--- src/hdl/mec_pkg.sv ---
// Shared constants and types for the Morse element classifier.
package mec_pkg;

    // Field widths of the request and result items
    localparam int FUNC_WIDTH     = 2;
    localparam int TS_WIDTH       = 16;
    localparam int ELEMENT_WIDTH  = 3;
    localparam int MODE_WIDTH     = 3;
    localparam int DOT_WIDTH      = 16;
    localparam int TIME_WIDTH_DEF = 16;
    localparam int M_TDATA_WIDTH  = 24;

    // Request kinds carried on tuser
    localparam logic [FUNC_WIDTH-1:0] FUNC_RISE  = 2'd0;
    localparam logic [FUNC_WIDTH-1:0] FUNC_FALL  = 2'd1;
    localparam logic [FUNC_WIDTH-1:0] FUNC_RECAL = 2'd2;

    // Element codes
    localparam logic [ELEMENT_WIDTH-1:0] EL_NONE      = 3'd0;
    localparam logic [ELEMENT_WIDTH-1:0] EL_DOT       = 3'd1;
    localparam logic [ELEMENT_WIDTH-1:0] EL_DASH      = 3'd2;
    localparam logic [ELEMENT_WIDTH-1:0] EL_BAD_PULSE = 3'd3;
    localparam logic [ELEMENT_WIDTH-1:0] EL_END_CHAR  = 3'd4;
    localparam logic [ELEMENT_WIDTH-1:0] EL_END_WORD  = 3'd5;
    localparam logic [ELEMENT_WIDTH-1:0] EL_BAD_SPACE = 3'd6;

    // Mode codes reported with each result
    localparam logic [MODE_WIDTH-1:0] MODE_CAL_RISE  = 3'd0;
    localparam logic [MODE_WIDTH-1:0] MODE_CAL_FALL  = 3'd1;
    localparam logic [MODE_WIDTH-1:0] MODE_SYNC_RISE = 3'd2;
    localparam logic [MODE_WIDTH-1:0] MODE_SYNC_FALL = 3'd3;
    localparam logic [MODE_WIDTH-1:0] MODE_DEC_RISE  = 3'd4;
    localparam logic [MODE_WIDTH-1:0] MODE_DEC_FALL  = 3'd5;

    // One result item
    typedef struct packed {
        logic [DOT_WIDTH-1:0]     dot_length;
        logic [MODE_WIDTH-1:0]    mode;
        logic                     calibrated;
        logic [ELEMENT_WIDTH-1:0] element;
    } mec_result_t;

endpackage

--- src/hdl/mec_core.sv ---
// Calibration and timing classification state machine of the Morse classifier.
module mec_core
    import mec_pkg::*;
#(
    parameter int TIME_WIDTH = TIME_WIDTH_DEF
) (
    input  logic                  aclk,
    input  logic                  aresetn,
    input  logic                  step,
    input  logic [FUNC_WIDTH-1:0] func,
    input  logic [TIME_WIDTH-1:0] ts,
    output mec_result_t           result
);

    localparam int EW = TIME_WIDTH + 3;
    localparam int CW = TIME_WIDTH + 14;

    typedef enum logic [MODE_WIDTH-1:0] {
        PH_CAL_RISE  = MODE_CAL_RISE,
        PH_CAL_FALL  = MODE_CAL_FALL,
        PH_SYNC_RISE = MODE_SYNC_RISE,
        PH_SYNC_FALL = MODE_SYNC_FALL,
        PH_DEC_RISE  = MODE_DEC_RISE,
        PH_DEC_FALL  = MODE_DEC_FALL
    } phase_t;

    phase_t                  phase_reg, phase_next;
    logic [TIME_WIDTH-1:0]   rise_time_reg, rise_time_next;
    logic [TIME_WIDTH-1:0]   fall_time_reg, fall_time_next;
    logic [TIME_WIDTH-1:0]   dot_ticks_reg, dot_ticks_next;
    logic [TIME_WIDTH-1:0]   first_width_reg, first_width_next;

    logic [TIME_WIDTH-1:0]   pulse_w, space_w;
    logic [EW-1:0]           pulse_x, space_x;
    logic [EW-1:0]           lo1, hi1, lo3, hi3, lo7, hi7;
    logic [ELEMENT_WIDTH-1:0] space_cls, pulse_cls;
    logic [CW-1:0]           s_scaled, f_scaled;
    logic [EW-1:0]           s_triple;
    logic                    first_is_dot, second_is_dot;
    logic [ELEMENT_WIDTH-1:0] element;
    logic                    calibrated;

    function automatic logic in_band(input logic [EW-1:0] w, input logic [EW-1:0] lo,
                                     input logic [EW-1:0] hi);
        in_band = (w >= lo) && (w <= hi);
    endfunction

    // Wrapped widths ending at the new edge
    assign pulse_w = ts - rise_time_reg;
    assign space_w = ts - fall_time_reg;
    assign pulse_x = EW'(pulse_w);
    assign space_x = EW'(space_w);

    // Bands around one, three and seven dot lengths
    assign lo1 = EW'(dot_ticks_reg);
    assign hi1 = lo1 + EW'(1);
    assign lo3 = (lo1 << 1) + lo1;
    assign hi3 = lo3 + EW'(3);
    assign lo7 = (lo1 << 3) - lo1;
    assign hi7 = lo7 + EW'(7);

    // Classify the space before a rising edge and the pulse before a falling edge
    always_comb begin
        if (in_band(space_x, lo1, hi1)) begin
            space_cls = EL_NONE;
        end else if (in_band(space_x, lo3, hi3)) begin
            space_cls = EL_END_CHAR;
        end else if (in_band(space_x, lo7, hi7)) begin
            space_cls = EL_END_WORD;
        end else begin
            space_cls = EL_BAD_SPACE;
        end
        if (in_band(pulse_x, lo1, hi1)) begin
            pulse_cls = EL_DOT;
        end else if (in_band(pulse_x, lo3, hi3)) begin
            pulse_cls = EL_DASH;
        end else begin
            pulse_cls = EL_BAD_PULSE;
        end
    end

    // Compare the new pulse with the stored one: under a third, or over three times
    assign s_scaled      = CW'(pulse_w) * CW'(3333);
    assign f_scaled      = CW'(first_width_reg) * CW'(10000);
    assign first_is_dot  = s_scaled >= f_scaled;
    assign s_triple      = (pulse_x << 1) + pulse_x;
    assign second_is_dot = s_triple < EW'(first_width_reg);

    // Next state
    always_comb begin
        phase_next       = phase_reg;
        rise_time_next   = rise_time_reg;
        fall_time_next   = fall_time_reg;
        dot_ticks_next   = dot_ticks_reg;
        first_width_next = first_width_reg;
        element          = EL_NONE;
        calibrated       = 1'b0;
        unique case (phase_reg)
            PH_CAL_RISE: begin
                if (func == FUNC_RISE) begin
                    rise_time_next = ts;
                    phase_next     = PH_CAL_FALL;
                end
            end
            PH_CAL_FALL: begin
                if (func == FUNC_FALL) begin
                    fall_time_next = ts;
                    phase_next     = PH_CAL_RISE;
                    if (first_width_reg == '0) begin
                        first_width_next = pulse_w;
                    end else if (first_is_dot) begin
                        dot_ticks_next = first_width_reg;
                        calibrated     = 1'b1;
                        phase_next     = PH_SYNC_RISE;
                    end else if (second_is_dot) begin
                        dot_ticks_next = pulse_w;
                        calibrated     = 1'b1;
                        phase_next     = PH_SYNC_RISE;
                    end else begin
                        first_width_next = pulse_w;
                    end
                end
            end
            PH_SYNC_RISE, PH_DEC_RISE: begin
                if (func == FUNC_RISE) begin
                    rise_time_next = ts;
                    element        = space_cls;
                    if (space_cls == EL_END_CHAR || phase_reg == PH_DEC_RISE) begin
                        phase_next = PH_DEC_FALL;
                    end else begin
                        phase_next = PH_SYNC_FALL;
                    end
                end else if (func == FUNC_RECAL) begin
                    phase_next       = PH_CAL_RISE;
                    first_width_next = '0;
                end
            end
            PH_SYNC_FALL: begin
                if (func == FUNC_FALL) begin
                    fall_time_next = ts;
                    phase_next     = PH_SYNC_RISE;
                end else if (func == FUNC_RECAL) begin
                    phase_next       = PH_CAL_RISE;
                    first_width_next = '0;
                end
            end
            PH_DEC_FALL: begin
                if (func == FUNC_FALL) begin
                    fall_time_next = ts;
                    phase_next     = PH_DEC_RISE;
                    element        = pulse_cls;
                end else if (func == FUNC_RECAL) begin
                    phase_next       = PH_CAL_RISE;
                    first_width_next = '0;
                end
            end
            default: begin
                phase_next = PH_CAL_RISE;
            end
        endcase
    end

    // Advance the state on each request
    always_ff @(posedge aclk) begin
        if (!aresetn) begin
            phase_reg       <= PH_CAL_RISE;
            rise_time_reg   <= '0;
            fall_time_reg   <= '0;
            dot_ticks_reg   <= '0;
            first_width_reg <= '0;
        end else if (step) begin
            phase_reg       <= phase_next;
            rise_time_reg   <= rise_time_next;
            fall_time_reg   <= fall_time_next;
            dot_ticks_reg   <= dot_ticks_next;
            first_width_reg <= first_width_next;
        end
    end

    assign result.element    = element;
    assign result.calibrated = calibrated;
    assign result.mode       = phase_next;
    assign result.dot_length = DOT_WIDTH'(dot_ticks_next);

endmodule

--- src/hdl/morse_element_classifier.sv ---
// Top level of the Morse element classifier: stream ports and pipeline registers.
//
// Takes one timestamped edge or recalibrate request per cycle and returns exactly
// one result per request. Throughput is one request per clock unless the result
// side stalls. Requests pass the input register ahead of the classifier state
// machine and the result register behind it. The dot length is learned from two
// pulse widths and then pulses and spaces are graded against one, three and seven
// dot lengths. Widths are differences of TIME_WIDTH-bit wrapping timestamps.
module morse_element_classifier
    import mec_pkg::*;
#(
    parameter int TIME_WIDTH = TIME_WIDTH_DEF
) (
    input  logic                     aclk,
    input  logic                     aresetn,
    input  logic                     s_axis_tvalid,
    output logic                     s_axis_tready,
    input  logic [TS_WIDTH-1:0]      s_axis_tdata,  // [15:0] timestamp
    input  logic [FUNC_WIDTH-1:0]    s_axis_tuser,  // [1:0] func
    output logic                     m_axis_tvalid,
    input  logic                     m_axis_tready,
    // [2:0] element, [3] calibrated, [6:4] mode, [22:7] dot_length, [23] zero
    output logic [M_TDATA_WIDTH-1:0] m_axis_tdata
);

    logic                  in_valid_reg;
    logic [FUNC_WIDTH-1:0] func_reg;
    logic [TS_WIDTH-1:0]   ts_reg;
    logic                  out_valid_reg;
    mec_result_t           out_result_reg;
    mec_result_t           core_result;
    logic                  advance;

    // Move the held request into the result register when it has room
    assign advance       = in_valid_reg && (!out_valid_reg || m_axis_tready);
    assign s_axis_tready = !in_valid_reg || advance;

    mec_core #(
        .TIME_WIDTH(TIME_WIDTH)
    ) u_core (
        .aclk   (aclk),
        .aresetn(aresetn),
        .step   (advance),
        .func   (func_reg),
        .ts     (TIME_WIDTH'(ts_reg)),
        .result (core_result)
    );

    // Hold valid flags
    always_ff @(posedge aclk) begin
        if (!aresetn) begin
            in_valid_reg  <= 1'b0;
            out_valid_reg <= 1'b0;
        end else begin
            if (s_axis_tready) begin
                in_valid_reg <= s_axis_tvalid;
            end
            if (advance) begin
                out_valid_reg <= 1'b1;
            end else if (m_axis_tready) begin
                out_valid_reg <= 1'b0;
            end
        end
    end

    // Capture request and result payloads
    always_ff @(posedge aclk) begin
        if (s_axis_tvalid && s_axis_tready) begin
            func_reg <= s_axis_tuser;
            ts_reg   <= s_axis_tdata;
        end
        if (advance) begin
            out_result_reg <= core_result;
        end
    end

    assign m_axis_tvalid = out_valid_reg;
    assign m_axis_tdata  = {1'b0, out_result_reg.dot_length, out_result_reg.mode,
                            out_result_reg.calibrated, out_result_reg.element};

`ifndef SYNTH
    // Completed calibration always lands in sync, waiting for a rise
    a_cal_mode: assert property (@(posedge aclk) disable iff (!aresetn)
        (out_valid_reg && out_result_reg.calibrated) |->
            out_result_reg.mode == MODE_SYNC_RISE)
        else $error("calibration did not move to sync rise");

    // A graded pulse leaves the machine decoding, waiting for a rise
    a_pulse_mode: assert property (@(posedge aclk) disable iff (!aresetn)
        (out_valid_reg && (out_result_reg.element == EL_DOT ||
                           out_result_reg.element == EL_DASH ||
                           out_result_reg.element == EL_BAD_PULSE)) |->
            out_result_reg.mode == MODE_DEC_RISE)
        else $error("pulse element outside decode");

    // End of character always leads into decode, waiting for a fall
    a_eoc_mode: assert property (@(posedge aclk) disable iff (!aresetn)
        (out_valid_reg && out_result_reg.element == EL_END_CHAR) |->
            out_result_reg.mode == MODE_DEC_FALL)
        else $error("end of character did not enter decode");

    // A stalled result with a held request blocks new requests
    a_stall_block: assert property (@(posedge aclk) disable iff (!aresetn)
        (in_valid_reg && out_valid_reg && !m_axis_tready) |-> !s_axis_tready)
        else $error("request taken while pipeline full");

    // A downstream ready never stalls the input side
    a_no_bubble: assert property (@(posedge aclk) disable iff (!aresetn)
        m_axis_tready |-> s_axis_tready)
        else $error("input stalled with result side ready");
`endif

endmodule

--- config.mk ---
export PLATFORM = sky130hd
export DESIGN_NAME = morse_element_classifier
export DESIGN_NICKNAME = d
export VERILOG_FILES = /design/src/hdl/mec_pkg.sv /design/src/hdl/mec_core.sv /design/src/hdl/morse_element_classifier.sv
export SDC_FILE = /design/constraint.sdc
export NUM_CORES = 1
export LEC_CHECK = 0
export ABC_AREA = 1
export BUFFER_PORTS_ARGS = -buffer_cell sky130_fd_sc_hd__buf_2
export CORE_UTILIZATION = 35
export CTS_BUF_LIST = sky130_fd_sc_hd__clkbuf_4 sky130_fd_sc_hd__clkbuf_8
export DETAILED_ROUTE_END_ITERATION = 10
export PLACE_DENSITY = 0.57
export SETUP_SLACK_MARGIN = 0.05
export SLEW_MARGIN = 5
export SYNTH_ARGS = -nofsm -noshare
export SYNTH_HDL_FRONTEND = slang
export SYNTH_SLANG_ARGS = --single-unit
--- constraint.sdc ---
create_clock -name aclk -period 7.62 [get_ports aclk]
set_input_delay 1.524 -clock aclk [delete_from_list [all_inputs] [get_ports aclk]]
set_output_delay 1.524 -clock aclk [all_outputs]
set_load 0.005 [all_outputs]
**Word-level counts from Yosys, hierarchy flattened**

Cells that the tools add are included.

- Register bits after elaboration: 110
- Bits of input ports: 22
- Output and inout port bits: 26

- $add $sub $neg: 8
- Multipliers: 2
- Order comparisons: 12
- Equal/unequal tests: 13
- Muxes and demuxes: 36
- Bitwise gates (word level): 2
- Reductions and logical operators: 25

Operator list:

| kind | number |
|---|---|
| 16-bit 2-to-1 mux | 12 |
| 16-bit by 19-bit <= comparator with 1-bit output | 5 |
| 16-bit by 19-bit greater-or-equal comparator with 1-bit output | 3 |
| 16-bit one-hot mux with 3 select lines | 1 |
| 3-bit 2-to-1 mux | 14 |
| 17-bit by 16-bit adder with 18-bit output | 2 |
| 16-bit greater-or-equal comparator | 2 |
| 16-bit subtractor | 2 |
| 28-bit by 30-bit greater-or-equal comparator with 1-bit output | 1 |
| 16-bit by 12-bit multiplier with 28-bit output (second input constant) | 1 |
| 16-bit by 10-bit multiplier with 26-bit output (second input constant) | 1 |
| 19-bit by 2-bit adder with 19-bit output (second input constant) | 1 |
| 19-bit by 3-bit adder with 19-bit output (second input constant) | 1 |
| 19-bit by 16-bit < comparator with 1-bit output | 1 |
| 19-bit by 16-bit subtractor with 19-bit output | 1 |
| 16-bit by 1-bit adder with 17-bit output (second input constant) | 1 |
| 16-bit logical NOT | 1 |
| 3-bit one-hot mux with 5 select lines | 1 |
| 3-bit equality test (second input constant) | 3 |
| 3-bit OR reduction | 3 |
| 1-bit logical AND | 7 |
| 7-bit AND reduction | 1 |
| 3-bit by 2-bit equality test with 1-bit output (second input constant) | 2 |
| 3-bit != test (second input constant) | 2 |
| 17 further kinds | 29 |

**Depth between registers and ports, before layout**

Gate-level depths: netlist (run 1).

- Depth in word-level cells: 12
- Mapped depth: 54

**Modules after synthesis**

From an unflattened synthesis (run 1), not the netlist that was laid out.

- Cells, all modules: 2,588
- Area, all modules: 19,067.0 µm²

Modules (own cells, without submodules):

| module | instances | cells each | area each (µm²) |
|---|---|---|---|
| mec_core | 1 | 2,532 | 17,729.5 |
| morse_element_classifier | 1 | 56 | 1,337.5 |

**Worst setup path after synthesis (run 1)**

OpenSTA, ideal clock, no wires.

- Kind: register to register
- Start point: register ts_reg[0]
- End point: register out_result_reg (netlist bit m_axis_tdata[8]) (data pin)
- Setup time: 0.256 ns
- Arrival: 7.432 ns
- Required time: 7.364 ns
- Slack: -0.067 ns
- Cell stages (with the launch flop): 43
- Buffers on the path: 2
- Period minus slack after synthesis: 7.687 ns
- Cells stage by stage: edfxtp_1 > inv_1 > ha_1 > inv_1 > fa_1 > nand3_1 > nand2_1 > a21o_1 > xor2_1 > inv_1 > fa_1 > inv_1 > ha_1 > fa_1 > inv_1 > fa_1 > inv_1 > ha_1 > [... 7 more ...] > nand2_1 > a21oi_1 > nor2_1 > nor2_1 > xnor2_1 > ha_1 > nand2_1 > inv_1 > a221oi_1 > nand3_1 > nand2_1 > buf_4 > inv_2 > buf_6 > a21oi_1 > nand2_2 > o21ai_2 > inv_1

RTL lines:

| element | line | text |
|---|---|---|
| start, declared | morse_element_classifier.sv:28 | `logic [TS_WIDTH-1:0] ts_reg;` |
| start signal, assigned | morse_element_classifier.sv:70 | `ts_reg <= s_axis_tdata;` |
| end signal, assigned | morse_element_classifier.sv:73 | `out_result_reg <= core_result;` |
| end, declared | morse_element_classifier.sv:30 | `mec_result_t out_result_reg;` |

**Final worst setup path (run 1)**

- Start point: register ts_reg[0]
- End point: register u_core.first_width_reg[5]

- Longest elaborated chain between the ends: 6

RTL lines:

| element | line | text |
|---|---|---|
| 16-bit subtractor (*) | mec_core.sv:49 | `assign pulse_w = ts - rise_time_reg;` |
| branches (longest 5 deep; another with 28-bit by 30-bit greater-or-equal comparator with 1-bit output) | -- |  |
| end signal, assigned | mec_core.sv:176 | `first_width_reg <= first_width_next;` |
| end, declared | mec_core.sv:31 | `logic [TIME_WIDTH-1:0] first_width_reg, first_width_next;` |

Mark *: on every way between the ends. The select of a mux whose other input is x is not followed.
A chain may end at the register's enable or synchronous reset.

==> results of run 1 <==
-- worst min path at each step --
stage               slack (ps)                     start                       end  cells after the start
floorplan                  430  u_core.fall_time_reg[10]  u_core.fall_time_reg[10]                      2
CTS                        470   u_core.rise_time_reg[4]   u_core.rise_time_reg[4]                      2
global route               480   u_core.rise_time_reg[4]   u_core.rise_time_reg[4]                      2
global placement           450  u_core.rise_time_reg[10]  u_core.rise_time_reg[10]                      2
finish                     460   u_core.fall_time_reg[7]   u_core.fall_time_reg[7]                      2
detailed placement         450   u_core.rise_time_reg[4]   u_core.rise_time_reg[4]                      2
-- worst register-to-register path, delay by kind of cell (launching register included) --
kind	cells	cell delay [ps]
adder cells (fa/ha/maj)	9	3170
buffers and inverters	10	820
XOR/XNOR	2	330
AO/OA/AOI/OAI	3	320
AND/OR/NAND/NOR	22	2380
flip-flops	1	390
-- routing by layer --
layer  share of wire, %  GRT usage [%]  wire (um)
met3                7.1           4.44       4420
met5                  0              0          0
met1                 47           30.4      28900
met2                 44           34.7      27100
met4                2.4           5.18       1460
-- layout make-up --
type,instances,area [um^2]
fillers,5610,32400
multi-input cells,1975,15100
flip-flops and latches,110,2610
inverters,477,1800
repair buffers,162,1150
well taps,696,871
clock buffers,9,124
clock inverters,7,60.1
-- metrics by stage --
stage	hold slack (ps)	worst slack, ps
floorplan	433	71.9
global placement	446	-81.2
detailed placement	452	-361
CTS	468	59.3
global route	481	-253
finish	464	166
-- cells in the mapped netlist, types with 3 or more instances --
| library cell | number | area, um^2 |
|---|---|---|
| sky130_fd_sc_hd__a21oi_1 | 223 | 1120 |
| sky130_fd_sc_hd__ha_1 | 435 | 5440 |
| sky130_fd_sc_hd__nand2_1 | 481 | 1810 |
| sky130_fd_sc_hd__buf_6 | 6 | 67.6 |
| sky130_fd_sc_hd__o21ai_2 | 4 | 35.0 |
| sky130_fd_sc_hd__o2111ai_1 | 3 | 26.3 |
| sky130_fd_sc_hd__buf_2 | 3 | 15.0 |
| sky130_fd_sc_hd__nand3_2 | 10 | 100 |
| sky130_fd_sc_hd__xnor2_1 | 33 | 289 |
| sky130_fd_sc_hd__xor2_1 | 95 | 832 |
| sky130_fd_sc_hd__clkbuf_1 | 19 | 71.3 |
| sky130_fd_sc_hd__xor2_2 | 4 | 65.1 |
| sky130_fd_sc_hd__dfxtp_1 | 69 | 1380 |
| sky130_fd_sc_hd__edfxtp_1 | 41 | 1230 |
| sky130_fd_sc_hd__inv_2 | 11 | 41.3 |
| sky130_fd_sc_hd__o21ai_1 | 18 | 90.1 |
| sky130_fd_sc_hd__o21bai_1 | 8 | 60.1 |
| sky130_fd_sc_hd__o31ai_1 | 3 | 22.5 |
| sky130_fd_sc_hd__nor2_1 | 148 | 556 |
| sky130_fd_sc_hd__nand2_4 | 6 | 67.6 |
| sky130_fd_sc_hd__nand3b_1 | 3 | 22.5 |
| sky130_fd_sc_hd__nand3_1 | 102 | 510 |
| sky130_fd_sc_hd__nor3_1 | 30 | 150 |
| sky130_fd_sc_hd__a21o_1 | 8 | 60.1 |
| sky130_fd_sc_hd__nand2_2 | 28 | 175 |
| sky130_fd_sc_hd__fa_1 | 79 | 1580 |
| sky130_fd_sc_hd__nand4_1 | 44 | 275 |
| sky130_fd_sc_hd__a31oi_1 | 9 | 56.3 |
| sky130_fd_sc_hd__o21a_1 | 6 | 45.0 |
| sky130_fd_sc_hd__o211ai_2 | 3 | 37.5 |
| sky130_fd_sc_hd__nor2_2 | 6 | 37.5 |
| sky130_fd_sc_hd__buf_4 | 3 | 22.5 |
| sky130_fd_sc_hd__o221ai_1 | 3 | 26.3 |
| sky130_fd_sc_hd__a211oi_1 | 15 | 113 |
| sky130_fd_sc_hd__inv_1 | 465 | 1750 |
| sky130_fd_sc_hd__nor4_1 | 8 | 50.1 |
| sky130_fd_sc_hd__a21oi_2 | 21 | 184 |
| sky130_fd_sc_hd__o21ai_0 | 99 | 495 |
| sky130_fd_sc_hd__o211ai_1 | 10 | 75.1 |
-- cell families (layout without fill, tap and decap cells) --
group	after synthesis	after routing
simple gates	878	880
fa+ha+maj	514	514
buf+inv	511	655
compound gates	446	446
xor+xnor	134	134
flops	110	110
other cells	1	1
-- timing repair --
action                     in CTS  in global routing
pin swaps                       5                 53
setup buffers                   2                 20
gates cloned                    1                  1
setup endpoints to repair      51                 51
gates resized for setup        11                 85
-- power groups by stage --
stage / clock (mW) / sequential, mW / combinational [mW]
global placement: 0 / 0.699 / 6.32
finish: 0.347 / 0.686 / 7.09
floorplan: 0 / 0.679 / 4.65
CTS: 0.363 / 0.686 / 6.60
global route: 0.383 / 0.689 / 8.01
detailed placement: 0 / 0.699 / 6.47
==> results.cfg, run 1 <==
[status]
run_status = complete, no violations

[critical_path]
critical_path_peak_fanout = 5
worst_path_max_delay_cell = sky130_fd_sc_hd__fa_1
worstReg2RegEnd = u_core.first_width_reg[5]
max_stage_delay_ps = 520
crit_path_end_kind = flop
setup.worst_path.start_class = flop
critical_path.startpoint = ts_reg[0]
r2r-start = ts_reg[0]
worstRegToRegCells = 46
critical-path-top-delay-family = adder cells
crit_required_ps = 7970
path_buf_inv = 10
path_class = flop to flop
timing.critical_path.mode_cell = sky130_fd_sc_hd__nand2_2
crit_end = u_core.first_width_reg[5]
reg2reg_setup_slack_ps = 170
critical_path_arrival_ps = 7810
cp.depth = 46

[worst_hold_path]
hold_path.class = flop to flop

[synth]
compound_gate_portion_of_the_synthesized_area_pct = 13.3
synth_adder_area_share_pct = 36.4
largest_family_of_logic_cells_by_synthesized_area = adder cells
synth_simple_gate_area_share_pct = 20.0
syn-num-nets = 3130
synth_ff_type = sky130_fd_sc_hd__dfxtp_1
synth-warning-count = 0
synth_xor_area_share_pct = 6.37
ys_ff_latch = 110
synthesis.area_per_instance_um2 = 7.44
post_synth_mux_area_share_pct = 0
synthArstFlopShare_pct = 0
syn-instance-count = 2594
synth-seq-area-share_pct = 13.5
synthDistinctLibCells = 66
syn-cell-area_um2 = 19300
synth_edf_count = 41

[placement]
post_dp_hpwl_um = 51400
placement.io_buffers = 46
place_inst = 3396
place.gp.congestion = 0.988
post_dp_cell_area_um2 = 20900

[floorplan]
design.die.area_um2 = 56100
floorplan.initialDensity_pct = 35.7
io-pin-count = 48
row_count = 85
floorplan.core_area_um2 = 54100
die_w_um = 237
chip_height_um = 237

[routing]
route.antenna.remaining_nets = 0
drt-total-wl_um = 61900
detail_route.vias_per_cell = 5.14
wire_per_inst_um = 18.0
drt_pass1_iterations = 7
remaining_drc_errors = 0
num_vias = 17600
detail_route.iter0.violations = 1280

[pwr]
combinationalPowerShare_pct = 87.3
power_leakage_nw = 11.0
seq_power_share_pct = 8.4
irDropWorstVdd_mv = 0.432
clkPwrFrac_pct = 4.3
switching_power_mw = 4.32
post-layout-total-power_mw = 8.13
pwr_density_cell_nw_per_um2 = 374
power_switching_share_pct = 53.2
intPower_mw = 3.80

[timing]
rsz_0062_raised_after_global_routing = yes
hold_violations_final = 0
timing.setup.tns_ps = 0
layout_min_cycle_time_ps = 7450
fmax_mhz = 134
final_max_slew_viols = 0
layout_worst_path_cycle_share_pct = 97.8
setup-violations-final = 0
slew_at_the_pin_closest_to_its_max_slew_limit_ps = 1200
final_skew_ps = 13.4
max_transition_margin_pct = 19.7

[grt]
grt_pass1_vias = 16900
pin_count_of_the_biggest_net_entering_global_routing = 55
grtUsageTotal_pct = 22.0
global_route.overflow_total = 0
grt_pass1_wl_um = 94700
antenna_found_initial = 0

[finish]
finalNetCount = 3271
drive_above_1_share_pct = 13.1
final_common_cell = sky130_fd_sc_hd__nand2_1
commonest_non_fill_non_tap_cells_in_the_layout = sky130_fd_sc_hd__nand2_1, sky130_fd_sc_hd__inv_1, sky130_fd_sc_hd__ha_1
fin_cells = 3436
final_area_um2 = 21700
insertedDiodeCount = 0
fin_util_pct = 40.2
largest_register_ff_count = 23
areaGrowthSynthToFinish_pct = 12.7

[clocking]
clkSinkCount = 110
cts_buffer_depth = 2
clk_pin_slew_ps = 110
clock_tree.htree_level_count = 3
clockRootBuffer = sky130_fd_sc_hd__clkbuf_8
cts_hold_buf = 0
cts_tree = yes
cts_made_buffers = 9
clock_network_latency_to_the_later_pin_of_the_worst_skew_pair_ps = 420

[run]
drv_cap = 0
(Power assumes the default switching activity.)
==> inputs of run 2 (changes only) <==
--- a/config.mk
+++ b/config.mk
@@ -7,6 +7,7 @@
 export LEC_CHECK = 0
 export ABC_AREA = 1
 export BUFFER_PORTS_ARGS = -buffer_cell sky130_fd_sc_hd__buf_2
+export CORE_MARGIN = 4
 export CORE_UTILIZATION = 35
 export CTS_BUF_LIST = sky130_fd_sc_hd__clkbuf_4 sky130_fd_sc_hd__clkbuf_8
 export DETAILED_ROUTE_END_ITERATION = 10
==> results.cfg, run 2 (synthesis results as in run 1) <==
[critical_path]
worst_path_max_delay_cell = sky130_fd_sc_hd__fa_1
critical-path-top-delay-family = adder cells
timing.critical_path.mode_cell = sky130_fd_sc_hd__nand2_2
crit_path_end_kind = flop
critical_path_arrival_ps = 7710
path_buf_inv = 7
critical_path_peak_fanout = 7
setup.worst_path.start_class = flop
reg2reg_setup_slack_ps = 190
max_stage_delay_ps = 540
crit_required_ps = 7910
path_class = flop to flop

[routing]
m1WireLength_um = 29400
drt_pass1_iterations = 6
wire_per_inst_um = 18.0
route.met2.wl_um = 26700
detail_route.vias_per_cell = 5.20
route.antenna.remaining_nets = 0
detailroute.wirelength.met3_um = 3850
detail_route.iter0.violations = 1269
drt-total-wl_um = 61500
route.top_layer_used = met4
remaining_drc_errors = 0
num_vias = 17800

[timing]
fmax_mhz = 135
slew_at_the_pin_closest_to_its_max_slew_limit_ps = 1320
finalWorstSetupSlack_ps = 193
final_max_slew_viols = 0
timing.setup.tns_ps = 0
rsz_0062_raised_after_global_routing = yes
max_transition_margin_pct = 11.6
layout_min_cycle_time_ps = 7430
final_skew_ps = 19.5
layout_worst_path_cycle_share_pct = 97.5
setup-violations-final = 0
hold_violations_final = 0

[grt]
antenna_found_initial = 0
grt_pass1_wl_um = 94200
grtUsageTotal_pct = 20.2
grt_pass1_vias = 16800
global_route.overflow_total = 0
pin_count_of_the_biggest_net_entering_global_routing = 55

[floorplan]
row_count = 85
chip_height_um = 243
floorplan.initialDensity_pct = 35.6
design.die.area_um2 = 59000
io-pin-count = 48
floorplan.core_area_um2 = 54200
die_w_um = 243

[clocking]
clk_pin_slew_ps = 120
clockRootBuffer = sky130_fd_sc_hd__clkbuf_8
cts_made_buffers = 9
cts_buffer_depth = 2
clock_tree.htree_level_count = 3
cts_hold_buf = 0
cts_tree = yes
clock_network_latency_to_the_later_pin_of_the_worst_skew_pair_ps = 420
clkSinkCount = 110

[finish]
drive_above_1_share_pct = 13.7
multi_input_comb_area_um2 = 15300
fillers = 5624
final_area_um2 = 21700
commonest_non_fill_non_tap_cells_in_the_layout = sky130_fd_sc_hd__nand2_1, sky130_fd_sc_hd__inv_1, sky130_fd_sc_hd__ha_1
largest_register_ff_count = 23
seq_area_um2 = 2610
areaGrowthSynthToFinish_pct = 12.5
finalNetCount = 3247
final_common_cell = sky130_fd_sc_hd__nand2_1
insertedDiodeCount = 0

[pwr]
pwr_density_cell_nw_per_um2 = 396
irDropWorstVdd_mv = 0.427
power_leakage_nw = 10.9

[placement]
place_worst_setup_slack_ps = -202
placement.io_buffers = 46
place.gp.congestion = 0.941
post_dp_hpwl_um = 51100
post_dp_cell_area_um2 = 20800

[status]
run_status = complete, no violations

[run]
drv_cap = 0

[worst_hold_path]
hold_path.class = flop to flop
## run 2: path summary, 6_finish.rpt
kind,cells after the start,from,end
worst max-delay path,44,ts_reg[1],u_core.first_width_reg[10]
worst min-delay path,2,u_core.fall_time_reg[5],u_core.fall_time_reg[5]
worst max register to register,44,ts_reg[1],u_core.first_width_reg[10]
worst min register to register,2,u_core.fall_time_reg[5],u_core.fall_time_reg[5]
## run 2: repair_timing
item	4_1_cts	5_1_grt
pin swaps	2	39
gates resized for setup	8	133
setup buffers	2	15
cloned	1	2
endpoints found under the setup margin	51	51
## run 2: area by class of cell
type                       count  area share, %
timing repair inverter         1         0.0403
timing repair buffer         138           4.51
tap                          696           4.01
clock buffer                   9          0.570
inverter                     477           8.31
sequential                   110           12.0
multi-input combinational   1974           70.3
clock inverter                 7          0.254
## run 2: per-stage QoR
stage / power [mW] / std cells / hold slack, ps / util (%)
detailed placement: 7.21 / 3376 / 454 / 38.3
finish: 8.59 / 3412 / 464 / 40.0
CTS: 7.65 / 3395 / 469 / 38.7
global placement: 7.05 / 3376 / 444 / 38.3
global route: 9.57 / 3412 / 497 / 40.0
floorplan: 5.32 / 2594 / 433 / -
## run 2: tightest hold or removal path: stages (launching register included)
cell and delay, ps:
sky130_fd_sc_hd__dfxtp_1 310, sky130_fd_sc_hd__inv_1 60, sky130_fd_sc_hd__a21oi_1 60
## run 2: layer usage
layer	global-route usage [%]	vias to the layer above
met5	0	-
met4	4.62	0
met3	3.40	63
met2	31.3	528
met1	29.3	8377
li1	-	8790
## run 2: report_power, final
part / internal (mW) / switching (mW)
clock: 0.123 / 0.225
combinational: 3.22 / 4.33
sequential: 0.641 / 0.0467
==> inputs of run 3 (changes only) <==
--- a/config.mk
+++ b/config.mk
@@ -5,13 +5,13 @@
 export SDC_FILE = /design/constraint.sdc
 export NUM_CORES = 1
 export LEC_CHECK = 0
-export ABC_AREA = 1
+export ABC_AREA = 0
 export BUFFER_PORTS_ARGS = -buffer_cell sky130_fd_sc_hd__buf_2
 export CORE_MARGIN = 4
 export CORE_UTILIZATION = 35
 export CTS_BUF_LIST = sky130_fd_sc_hd__clkbuf_4 sky130_fd_sc_hd__clkbuf_8
 export DETAILED_ROUTE_END_ITERATION = 10
-export PLACE_DENSITY = 0.57
+export PLACE_DENSITY = 0.58
 export SETUP_SLACK_MARGIN = 0.05
 export SLEW_MARGIN = 5
 export SYNTH_ARGS = -nofsm -noshare
==> results.cfg, run 3 <==
[finish]
final_common_cell = sky130_fd_sc_hd__ha_1
finalNetCount = 2917
commonest_non_fill_non_tap_cells_in_the_layout = sky130_fd_sc_hd__ha_1, sky130_fd_sc_hd__inv_1, sky130_fd_sc_hd__buf_4
fin_cells = 3074
insertedDiodeCount = 0
drive_above_1_share_pct = 16.4
largest_register_ff_count = 23
final_area_um2 = 22000
fin_util_pct = 41.8
areaGrowthSynthToFinish_pct = 18.0

[floorplan]
design.die.area_um2 = 57000
floorplan.initialDensity_pct = 35.4
row_count = 84
chip_height_um = 239
io-pin-count = 48
die_w_um = 239
floorplan.core_area_um2 = 52700

[clocking]
cts_buffer_depth = 2
clock_tree.htree_level_count = 3
cts_made_buffers = 9
cts_tree = yes
clock_network_latency_to_the_later_pin_of_the_worst_skew_pair_ps = 420
clkSinkCount = 110
clk_pin_slew_ps = 100
clockRootBuffer = sky130_fd_sc_hd__clkbuf_8
cts_hold_buf = 0

[grt]
gr-usage-met2_pct = 31.9
grt_pass1_wl_um = 91600
grt_pass1_vias = 16200
pin_count_of_the_biggest_net_entering_global_routing = 60
layer_carrying_the_most_global_route_usage = met2
grt.met3_usage_pct = 3.29
gr-usage-met1_pct = 29.4
grtUsageTotal_pct = 20.4
antenna_found_initial = 0
global_route.overflow_total = 0

[routing]
remaining_drc_errors = 0
route.antenna.remaining_nets = 0
detail_route.vias_per_cell = 5.41
wire_per_inst_um = 19.3
num_vias = 16600
drt_pass1_iterations = 5
detail_route.iter0.violations = 1130
drt-total-wl_um = 59400

[synth]
synth-seq-area-share_pct = 14.0
ys_ff_latch = 110
most_instantiated_cells_after_synthesis = sky130_fd_sc_hd__ha_1, sky130_fd_sc_hd__inv_1, sky130_fd_sc_hd__nor2_1
synthDistinctLibCells = 98
synth-warning-count = 0
yosys.area.top_type = sky130_fd_sc_hd__ha_1
syn-num-nets = 2691
synthArstFlopShare_pct = 0
syn-cell-area_um2 = 18600
synth_ff_type = sky130_fd_sc_hd__dfxtp_1
most_common_cell_in_the_synthesized_netlist = sky130_fd_sc_hd__ha_1
synth.top_cells.by_area = sky130_fd_sc_hd__ha_1, sky130_fd_sc_hd__fa_1, sky130_fd_sc_hd__dfxtp_1
syn-instance-count = 2155
synth_edf_count = 41
synth_top_area_share_pct = 29.2
synthesis.area_per_instance_um2 = 8.65

[timing]
layout_min_cycle_time_ps = 7700
fmax_mhz = 130
final_max_slew_viols = 0
setup-violations-final = 17
final_skew_ps = 18.7
layout_worst_path_cycle_share_pct = 101
hold_violations_final = 0
max_transition_margin_pct = 15.2
slew_at_the_pin_closest_to_its_max_slew_limit_ps = 1260
finalWorstSetupSlack_ps = -82.9
rsz_0062_raised_after_global_routing = yes

[critical_path]
worst_path_max_delay_cell = sky130_fd_sc_hd__fa_1
crit_end = m_axis_tdata[10]
reg2reg_setup_slack_ps = -80
r2r-start = ts_reg[0]
crit_path_end_kind = flop
path_buf_inv = 7
worstRegToRegCells = 40
critical-path-top-delay-family = compound AO/OA/AOI/OAI gates
max_stage_delay_ps = 510
cp.depth = 40
critical_path_peak_fanout = 8
critical_path_arrival_ps = 7870
crit_required_ps = 7790
worstReg2RegEnd = m_axis_tdata[10]
timing.critical_path.mode_cell = sky130_fd_sc_hd__inv_2
setup.worst_path.start_class = flop
path_class = flop to flop
critical_path.startpoint = ts_reg[0]

[status]
violated_checks = setup timing
run_status = complete, but fails checks

[placement]
place_worst_setup_slack_ps = -448
place.gp.congestion = 0.967
place_inst = 3036
post_dp_hpwl_um = 49600
placement.io_buffers = 46
post_dp_cell_area_um2 = 21200

[pwr]
irDropWorstVdd_mv = 0.348
power_leakage_nw = 10.1
pwr_density_cell_nw_per_um2 = 292

[run]
drv_cap = 0

[worst_hold_path]
hold_path.class = flop to flop
## run 3: through the flow
step	total power, mW	hold slack [ps]	setup TNS [ps]
6_report	6.43	466	-889
5_1_grt	7.10	493	-13880
3_5_place_dp	5.22	458	-11360
3_3_place_gp	5.09	453	-7920
4_1_cts	6.21	473	-1490
2_1_floorplan	3.73	443	0
## run 3: per-layer routing
metal,wire [um],part of all wire (%),vias up
met1,28600,48,7953
met2,26000,44,479
li1,-,-,8117
met5,0,0,-
met4,1280,2.2,0
met3,3480,5.9,73
## run 3: cell families (layout without fill, tap and decap cells)
logic type | after synthesis | in the layout | synth area share, %
fa+ha+maj | 515 | 515 | 37.7
buf+inv | 340 | 570 | 6.96
xor+xnor | 145 | 145 | 6.88
other cells | 1 | 1 | 0.0201
mux | 20 | 20 | 1.08
compound gates | 533 | 533 | 20.3
simple gates | 491 | 492 | 13.1
flops | 110 | 110 | 14.0
## run 3: cell type report
class	count	area [um^2]
clock buffer	11	145
tap	688	861
clock inverter	5	78.8
sequential	110	2610
timing repair buffer	251	1840
inverter	303	1140
fill	5199	30600
multi-input combinational	1706	15300
## run 3: power breakdown
part | internal [mW] | total [mW] | switching, mW
sequential | 0.624 | 0.637 | 0.0130
combinational | 2.58 | 5.38 | 2.80
clock | 0.198 | 0.413 | 0.215
## run 3: repair_timing
action,in CTS,in global routing
endpoints found under the hold margin,0,0
gates cloned,2,0
endpoints found under the setup margin,51,51
pin swaps,70,29
resized for setup,66,37
setup buffers,12,8
## run 3: tightest hold or removal path: cells and delay by family, from the launching register on
kind / cells / cell delay, ps
flip-flops: 1 / 320
AO/OA/AOI/OAI: 1 / 60
AND/OR/NAND/NOR: 1 / 40
## run 3: worst min path at each step
stage,start,to,slack [ps],cells past startpoint
after floorplan,u_core.fall_time_reg[1],u_core.fall_time_reg[1],440,2
after global placement,u_core.fall_time_reg[1],u_core.fall_time_reg[1],450,2
after detailed placement,u_core.fall_time_reg[10],u_core.fall_time_reg[10],460,2
after CTS,u_core.fall_time_reg[2],u_core.fall_time_reg[2],470,2
after global routing,u_core.fall_time_reg[14],u_core.fall_time_reg[14],490,2
final,u_core.fall_time_reg[2],u_core.fall_time_reg[2],470,2
